**config.mk**
```make
export PLATFORM = sky130hd
export DESIGN_NAME = geohash_encoder_unit
export DESIGN_NICKNAME = d
export VERILOG_FILES = /design/src/rtl/ghe_pkg.sv /design/src/rtl/ghe_cell.sv /design/src/rtl/geohash_encoder_unit.sv
export SDC_FILE = /design/constraint.sdc
export NUM_CORES = 2
export LEC_CHECK = 0
export ABC_AREA = 1
export BUFFER_PORTS_ARGS = -buffer_cell sky130_fd_sc_hd__buf_2
export CORE_ASPECT_RATIO = 0.7
export CORE_UTILIZATION = 35
export CTS_BUF_LIST = sky130_fd_sc_hd__clkbuf_8
export CTS_CLUSTER_DIAMETER = 60
export DETAILED_ROUTE_END_ITERATION = 7
export PLACE_DENSITY = 0.61
export SYNTH_ARGS = -nofsm -noshare
export SYNTH_HDL_FRONTEND = slang
export SYNTH_SLANG_ARGS = --single-unit
```
**constraint.sdc**
```tcl
create_clock -name clk -period 10.1 [get_ports clk]
set_input_delay 1.515 -clock clk [delete_from_list [all_inputs] [get_ports clk]]
set_output_delay 1.515 -clock clk [all_outputs]
set_load 0.01 [all_outputs]
```
**src/rtl/ghe_pkg.sv**
```systemverilog
// ----------------------------------------------------------------------------
// ghe_pkg: geohash encoder shared types and constants
// Payload structs for the coordinate and hash channels, the base32
// alphabet and the constants of the divide-by-ten test.
// ----------------------------------------------------------------------------
`default_nettype none
package ghe_pkg;

	typedef struct packed {
		logic signed [30:0] latitude_e7;
		logic signed [31:0] longitude_e7;
	} coord_t;

	typedef struct packed {
		logic [6:0] hash_char;
		logic       invalid;
		logic       last;
	} hash_t;

	// Longest hash ever produced
	localparam logic [3:0] MAX_OUT = 4'd13;
	// Reset value of the character limit register
	localparam logic [5:0] MAX_CHARS_RST = 6'd63;

	// Inverse of 5 modulo 2^32 and the largest exact quotient by 5
	localparam logic [31:0] INV5     = 32'hCCCC_CCCD;
	localparam logic [31:0] MAX_Q5   = 32'h3333_3333;

	// Map a 5-bit code onto the geohash base32 alphabet
	function automatic logic [6:0] b32_char(input logic [4:0] code);
		logic [6:0] c;
		unique case (code)
			5'd0:  c = 7'h30; 5'd1:  c = 7'h31; 5'd2:  c = 7'h32; 5'd3:  c = 7'h33;
			5'd4:  c = 7'h34; 5'd5:  c = 7'h35; 5'd6:  c = 7'h36; 5'd7:  c = 7'h37;
			5'd8:  c = 7'h38; 5'd9:  c = 7'h39; 5'd10: c = 7'h62; 5'd11: c = 7'h63;
			5'd12: c = 7'h64; 5'd13: c = 7'h65; 5'd14: c = 7'h66; 5'd15: c = 7'h67;
			5'd16: c = 7'h68; 5'd17: c = 7'h6A; 5'd18: c = 7'h6B; 5'd19: c = 7'h6D;
			5'd20: c = 7'h6E; 5'd21: c = 7'h70; 5'd22: c = 7'h71; 5'd23: c = 7'h72;
			5'd24: c = 7'h73; 5'd25: c = 7'h74; 5'd26: c = 7'h75; 5'd27: c = 7'h76;
			5'd28: c = 7'h77; 5'd29: c = 7'h78; 5'd30: c = 7'h79; 5'd31: c = 7'h7A;
			default: c = 7'h30;
		endcase
		return c;
	endfunction

endpackage
`default_nettype wire

```
**src/rtl/ghe_cell.sv**
```systemverilog
// ----------------------------------------------------------------------------
// ghe_cell: one bisection cell
// Halves either the longitude or the latitude interval and passes both
// scaled remainders and the turn flag on to the next cell.
// ----------------------------------------------------------------------------
`default_nettype none
module ghe_cell #(
	parameter int RW = 40,
	parameter logic [RW-1:0] WL = '0,
	parameter logic [RW-1:0] WN = '0
) (
	input  wire logic [RW-1:0] rl_i,
	input  wire logic [RW-1:0] rn_i,
	input  wire logic          lon_turn_i,
	output logic      [RW-1:0] rl_o,
	output logic      [RW-1:0] rn_o,
	output logic               lon_turn_o,
	output logic               bit_o
);
	import ghe_pkg::*;

	logic [RW:0] t;

	// Double the selected remainder and fold it at the midpoint
	always_comb begin
		rl_o = rl_i;
		rn_o = rn_i;
		if (lon_turn_i) begin
			t = {rn_i, 1'b0};
			bit_o = t > {1'b0, WN};
			rn_o = bit_o ? RW'(t - {1'b0, WN}) : t[RW-1:0];
		end else begin
			t = {rl_i, 1'b0};
			bit_o = t > {1'b0, WL};
			rl_o = bit_o ? RW'(t - {1'b0, WL}) : t[RW-1:0];
		end
	end

	assign lon_turn_o = ~lon_turn_i;

endmodule
`default_nettype wire

```
**src/rtl/geohash_encoder_unit.sv**
```systemverilog
// Flow: accept, then a trailing decimal zero scan for the precision,
// then one hash character per cycle while the output is not stalled
// (five bisections in a row of cells). One coordinate pair at a time.
// Out-of-range pairs finish with a single flagged beat.
// Reset (arst_n low) clears control state and sets max_chars to 63.
// ----------------------------------------------------------------------------
// geohash_encoder_unit: geohash base32 encoder
// Range check, trailing decimal zero scan for the precision, then bisection
// through a chain of five cells, one character per cycle while the output is not stalled.
// ----------------------------------------------------------------------------
`default_nettype none
module geohash_encoder_unit #(
	parameter int FRACTION_DIGITS = 7
) (
	input  wire logic           clk,
	input  wire logic           arst_n,
	input  wire logic           coord_valid,
	output logic                coord_ready,
	input  wire ghe_pkg::coord_t coord,
	output logic                hash_valid,
	input  wire logic           hash_ready,
	output ghe_pkg::hash_t      hash,
	input  wire logic           cfg_we,
	input  wire logic [5:0]     cfg_data
);
	import ghe_pkg::*;

	localparam longint unsigned UNIT = 64'(10 ** FRACTION_DIGITS);
	localparam longint unsigned HL   = 90 * UNIT;
	localparam longint unsigned HN   = 180 * UNIT;
	localparam int RW = $clog2(2 * HN + 1);
	localparam int PW = RW + 3;
	localparam int KW = $clog2(FRACTION_DIGITS + 1);
	localparam logic [RW-1:0] WL_C = RW'(2 * HL);
	localparam logic [RW-1:0] WN_C = RW'(2 * HN);
	localparam logic [PW-1:0] HL_P = PW'(HL);
	localparam logic [PW-1:0] HN_P = PW'(HN);
	localparam logic signed [63:0] HL_S = 64'(HL);
	localparam logic signed [63:0] HN_S = 64'(HN);
	localparam logic [KW-1:0] K_END = KW'(FRACTION_DIGITS);

	typedef enum logic [1:0] {S_IDLE, S_PREP, S_ENC, S_INVAL} state_t;

	state_t         state_q;
	logic [5:0]     max_chars_q;
	logic [RW-1:0]  rl_q, rn_q, prec_q;
	logic [PW-1:0]  pl_q, pn_q;
	logic [31:0]    ml_q, mn_q;
	logic [KW-1:0]  k_q;
	logic [3:0]     cnt_q;
	logic           hash_valid_q;
	hash_t          hash_q;

	// Input decode
	logic signed [63:0] lat_w, lon_w, rl_sum, rn_sum;
	logic               out_range;
	logic [31:0]        lat_mag, lon_mag;

	always_comb begin
		lat_w = {{33{coord.latitude_e7[30]}}, coord.latitude_e7};
		lon_w = {{32{coord.longitude_e7[31]}}, coord.longitude_e7};
		out_range = (lat_w < -HL_S) || (lat_w > HL_S) || (lon_w < -HN_S) || (lon_w > HN_S);
		rl_sum = lat_w + HL_S;
		rn_sum = lon_w + HN_S;
		lat_mag = coord.latitude_e7[30] ? 32'(-lat_w) : lat_w[31:0];
		lon_mag = coord.longitude_e7[31] ? 32'(-lon_w) : lon_w[31:0];
	end

	// Divide-by-ten test on both magnitudes
	logic [31:0] pl5, pn5;
	logic        both_div;

	always_comb begin
		pl5 = ml_q * INV5;
		pn5 = mn_q * INV5;
		both_div = !ml_q[0] && (pl5 <= MAX_Q5) && !mn_q[0] && (pn5 <= MAX_Q5);
	end

	// Chain of bisection cells
	logic [RW-1:0] chl [6];
	logic [RW-1:0] chn [6];
	logic          cht [6];
	logic [4:0]    code;

	assign chl[0] = rl_q;
	assign chn[0] = rn_q;
	assign cht[0] = ~cnt_q[0];

	for (genvar g = 0; g < 5; g++) begin : g_cell
		ghe_cell #(.RW(RW), .WL(WL_C), .WN(WN_C)) u_cell (
			.rl_i(chl[g]), .rn_i(chn[g]), .lon_turn_i(cht[g]),
			.rl_o(chl[g+1]), .rn_o(chn[g+1]), .lon_turn_o(cht[g+1]),
			.bit_o(code[4-g])
		);
	end

	// Precision tracking and stop decision
	logic [3:0]    limit;
	logic [PW-1:0] pl_nx, pn_nx;
	logic          stop_now, last_nx, slot_free, emit;

	always_comb begin
		limit = (max_chars_q < 6'(MAX_OUT)) ? max_chars_q[3:0] : MAX_OUT;
		if (pl_q > HL_P) pl_nx = pl_q;
		else pl_nx = cnt_q[0] ? (pl_q << 3) : (pl_q << 2);
		if (pn_q > HN_P) pn_nx = pn_q;
		else pn_nx = cnt_q[0] ? (pn_q << 2) : (pn_q << 3);
		stop_now = (cnt_q == limit) || ((pl_q > HL_P) && (pn_q > HN_P));
		last_nx = (cnt_q + 4'd1 == limit) || ((pl_nx > HL_P) && (pn_nx > HN_P));
		slot_free = !hash_valid_q || hash_ready;
		emit = slot_free && (((state_q == S_ENC) && !stop_now) || (state_q == S_INVAL));
	end

	assign coord_ready = (state_q == S_IDLE);
	assign hash_valid  = hash_valid_q;
	assign hash        = hash_q;

	// Hold the character limit register
	always_ff @(posedge clk or negedge arst_n) begin
		if (!arst_n) begin
			max_chars_q <= MAX_CHARS_RST;
		end else if (cfg_we) begin
			max_chars_q <= cfg_data;
		end
	end

	// Sequence one coordinate pair and drive the output beat
	always_ff @(posedge clk or negedge arst_n) begin
		if (!arst_n) begin
			state_q <= S_IDLE;
			hash_valid_q <= 1'b0;
		end else begin
			if (emit) hash_valid_q <= 1'b1;
			else if (hash_ready) hash_valid_q <= 1'b0;
			unique case (state_q)
				S_IDLE: begin
					if (coord_valid) begin
						state_q <= out_range ? S_INVAL : S_PREP;
					end
				end
				S_PREP: begin
					if (!(both_div && k_q < K_END)) state_q <= S_ENC;
				end
				S_ENC: begin
					if (slot_free) begin
						if (stop_now || last_nx) state_q <= S_IDLE;
					end
				end
				S_INVAL: begin
					if (slot_free) begin
						state_q <= S_IDLE;
					end
				end
				default: state_q <= S_IDLE;
			endcase
		end
	end

	// Advance the datapath registers
	always_ff @(posedge clk) begin
		unique case (state_q)
			S_IDLE: begin
				rl_q <= rl_sum[RW-1:0];
				rn_q <= rn_sum[RW-1:0];
				ml_q <= lat_mag;
				mn_q <= lon_mag;
				prec_q <= RW'(1);
				k_q <= '0;
				cnt_q <= '0;
			end
			S_PREP: begin
				if (both_div && k_q < K_END) begin
					ml_q <= {1'b0, pl5[31:1]};
					mn_q <= {1'b0, pn5[31:1]};
					prec_q <= RW'({prec_q, 3'b000} + {prec_q, 1'b0});
					k_q <= k_q + KW'(1);
				end else begin
					pl_q <= PW'(prec_q);
					pn_q <= PW'(prec_q);
				end
			end
			S_ENC: begin
				if (slot_free && !stop_now) begin
					rl_q <= chl[5];
					rn_q <= chn[5];
					pl_q <= pl_nx;
					pn_q <= pn_nx;
					cnt_q <= cnt_q + 4'd1;
					hash_q.hash_char <= b32_char(code);
					hash_q.invalid <= 1'b0;
					hash_q.last <= last_nx;
				end
			end
			S_INVAL: begin
				if (slot_free) begin
					hash_q.hash_char <= '0;
					hash_q.invalid <= 1'b1;
					hash_q.last <= 1'b1;
				end
			end
			default: ;
		endcase
	end

endmodule
`default_nettype wire

```
==> results.md <==
- Congestion Overflow GR: 0
- Final HPWL from detailed placement: 145800 um
- Cell area after synthesis: 48020 um^2
- Synthesized Nets: 7717
- Outcome: complete, but fails checks
- CTS tree: done
- Max Cap Viol: 0
- Hold_sp: max_chars_q[5]
- R2r worst-path depth: 60
- All-Layer GR Usage: 24.41%
- Vias/cell: a little over 5
- CP dominant cell by count: nand2_1
- Synth unique cells: 79
- Area of the core: 135900 um^2
- Worst flop-to-flop path endpoint: hash[4]
- Share of cells above drive strength 1: ~8.6%
- Async S/R FF share, synth: around 3.5%
- Slowest stage cell, crit path: edfxtp_1
- Final-report hold violation count: 0
- Main synth FF type: edfxtp_1
- Mean Syn Cell Area: 7.001 um^2
- # placed instances: ~8700
- Hold-critical path depth: 2
- Critical path arrival: slightly below 10 ns
- Die Y: roughly 310 um
- DRC: 39
- Final wirelength: ~170000 um
- Port bufs: 84
- Nets@finish: 7768
- Die W: around 440 um
- Iter 0 DRT Violations: around 5300
- Initial antenna violation count: 20
- DIE AREA: roughly 140000 um^2
- Worst Path Max Fanout: 21
- Synth area leader: edfxtp_1
- Worst hold endpoint: max_chars_q[5]
- Worst-case clock buffer depth: 3
- Fill count: 14530
- Clk_lat worst skew: between 0.6 and 0.7 ns
- Register area share after synthesis: between 10% and 20%
- Synth warn: 0
- Area share of the largest cell type after synthesis: ~15%
- Boundary pin count: 85
- Via count: about 46000
- Worst EP required: ~11 ns
- Register area: between 7000 and 8000 um^2
- Clock buffer count from CTS: 48
- Commonest cells in the netlist: nand2_1 (1652), inv_1 (1359), nor2_1 (521)
- Critical path's top delay family: simple AND/OR/NAND/NOR gates
- Critical path buffer and inverter count: 7
- Largest cells by area after synthesis: edfxtp_1 (15%), fa_1 (15%), nand2_1 (13%)
- Most numerous cell in the Yosys netlist: nand2_1
- Unrepaired setup endpoints after global routing: false
- Failing checks: DRC
- Mapped Cells: between 6000 and 7000
- Rel. slew slack: between 10% and 20%
- Crit share post-route: between 90% and 100%
- Setup crit start kind: flip-flop
- Deepest level of the CTS H-tree: 2
- Drt pass-1 iters: 8
- Clock tree root buffer cell: clkbuf_8
- Register bit total from synthesis: between 200 and 300
- Row count: around 110
- Vias in the first global route: between 40000 and 50000
- Final Max Tran Viols: 0
- First-pass GRT wire length: around 260000 um
- Reg-to-Reg Start: rl_q[20]
- Layout area overhead: 6.389%
- CTS sink count: ~260
- Initial Util: between 30% and 40%
- EDFF count, synth: 246
- # setup viols final: 0
- Detail-routed net length per standard cell: 19.64 um
- Clock Skew: a little under 0.02 ns
- Peak Freq: ~0.11 GHz
- Setup TNS: 0 ns
- Non-Filler Instances: 8797
- Placer Congestion: 1.022
- Worst-path clk slew: ~0.06 ns
- Setup CP Type: flip-flop to flip-flop
- Worst min-delay path category: flip-flop to flip-flop
- R2R setup slack: between 0.5 and 0.6 ns
- Critical Path End Type: flip-flop
- Max stage delay on crit path: 0.50 ns
- Period minus WS final: between 9 and 10 ns
- Largest net degree at the start of global routing: 162
- Slew @ Worst Pin: ~1.2 ns
- Area of the multi-input gates: about 34000 um^2
- DRT antenna net count: 0
[timing repair]
item,4_1_cts,5_1_grt
hold endpoints to repair,0,0
setup buffers,0,4
hold buffers,0,0
endpoints found under the setup margin,0,24
gates resized for setup,0,16
[worst min-delay path, delay by kind of cell (launching register included)]
kind | cells | cell delay [ns]
buffers and inverters | 1 | 0.07
AO/OA/AOI/OAI | 1 | 0.08
flip-flops | 1 | 0.36
[cells by family after synthesis]
group / synth area share (%)
buffers and inverters: 14.00
XOR/XNOR: 4.815
AO/OA/AOI/OAI: 9.563
other: 0.007809
multiplexers: 0.1355
adder cells (fa/ha/maj): 26.13
AND/OR/NAND/NOR: 29.48
flip-flops: 15.87
[placed cells by master (no fill, tap or decap), types with 11 or more instances in the layout]
cell type,synthesis,layout
nor2_4,19,22
o21ai_1,17,17
inv_1,1359,1372
nand3_4,9,12
nand2_1,1652,1647
nand3b_1,11,11
buf_2,3,84
clkinv_1,6,14
nor4_1,32,32
xor2_1,195,195
o31ai_1,12,12
o21ai_0,355,355
inv_2,37,38
edfxtp_1,246,246
nor3_1,65,65
o21a_1,12,12
nand3_2,35,34
o21bai_1,16,16
buf_4,14,79
o211ai_1,64,64
a31oi_1,19,19
a21oi_1,230,228
ha_1,419,419
nor2_2,37,37
diode_2,0,12
nand4_1,90,90
or2_2,14,14
nor2_1,521,518
a21oi_2,10,11
nand2_2,137,138
fa_1,365,365
nand3_1,506,506
nand2_4,21,22
clkbuf_8,28,53
xnor2_1,69,69
[registers in the layout (all words and copies together), names as in the netlist]
| register | flops |
|---|---|
| ml_q | 32 |
| pn_q | 35 |
| cnt_q | 4 |
| k_q | 3 |
| hash | 9 |
| hash_valid | 1 |
| rl_q | 32 |
| prec_q | 32 |
| mn_q | 32 |
| state_q | 2 |
| rn_q | 32 |
| pl_q | 35 |
| max_chars_q | 6 |
[per-stage QoR]
stage / hold WS (ns) / utilization [%] / setup slack [ns] / instance area [um^2]
after global routing: 0.5519 / 37.59 / 0.003890 / 51070
after detailed placement: 0.5256 / 36.83 / 0.4376 / 50050
after global placement: 0.5017 / 36.83 / 0.5698 / 50050
after CTS: 0.5353 / 37.48 / 0.3989 / 50920
after floorplan: 0.4801 / - / 0.4704 / 48020
final: 0.5288 / 37.60 / 0.5913 / 51090
[worst max-delay path by stage]
stage                     slack [ns]      end  depth (start not counted)      from
final                           0.59  hash[4]                         60  rl_q[20]
after floorplan                 0.47   k_q[0]                         36   ml_q[7]
after detailed placement        0.44  hash[3]                         60   rl_q[8]
after global placement          0.57  hash[4]                         60   rl_q[8]
after global routing           0.004  hash[4]                         60  rl_q[27]
after CTS                       0.40  hash[3]                         60   rl_q[8]
[routing by layer]
metal,wire length [um],GRT usage [%]
met4,3407,4.820
met3,19050,5.944
met1,86000,39.50
met2,64280,31.56
met5,64,0
[final cells by class]
class,instances,share of cell area [%]
tap,1840,4.506
antenna,12,0.05878
inverter,1409,10.41
clock buffer,53,1.428
timing repair buffer,169,2.202
multi-input combinational,5027,66.19
clock inverter,32,0.2841
sequential,255,14.92
Power is not shown: default switching activity piles up to over one toggle a cycle in this logic, so the estimate is an artifact.
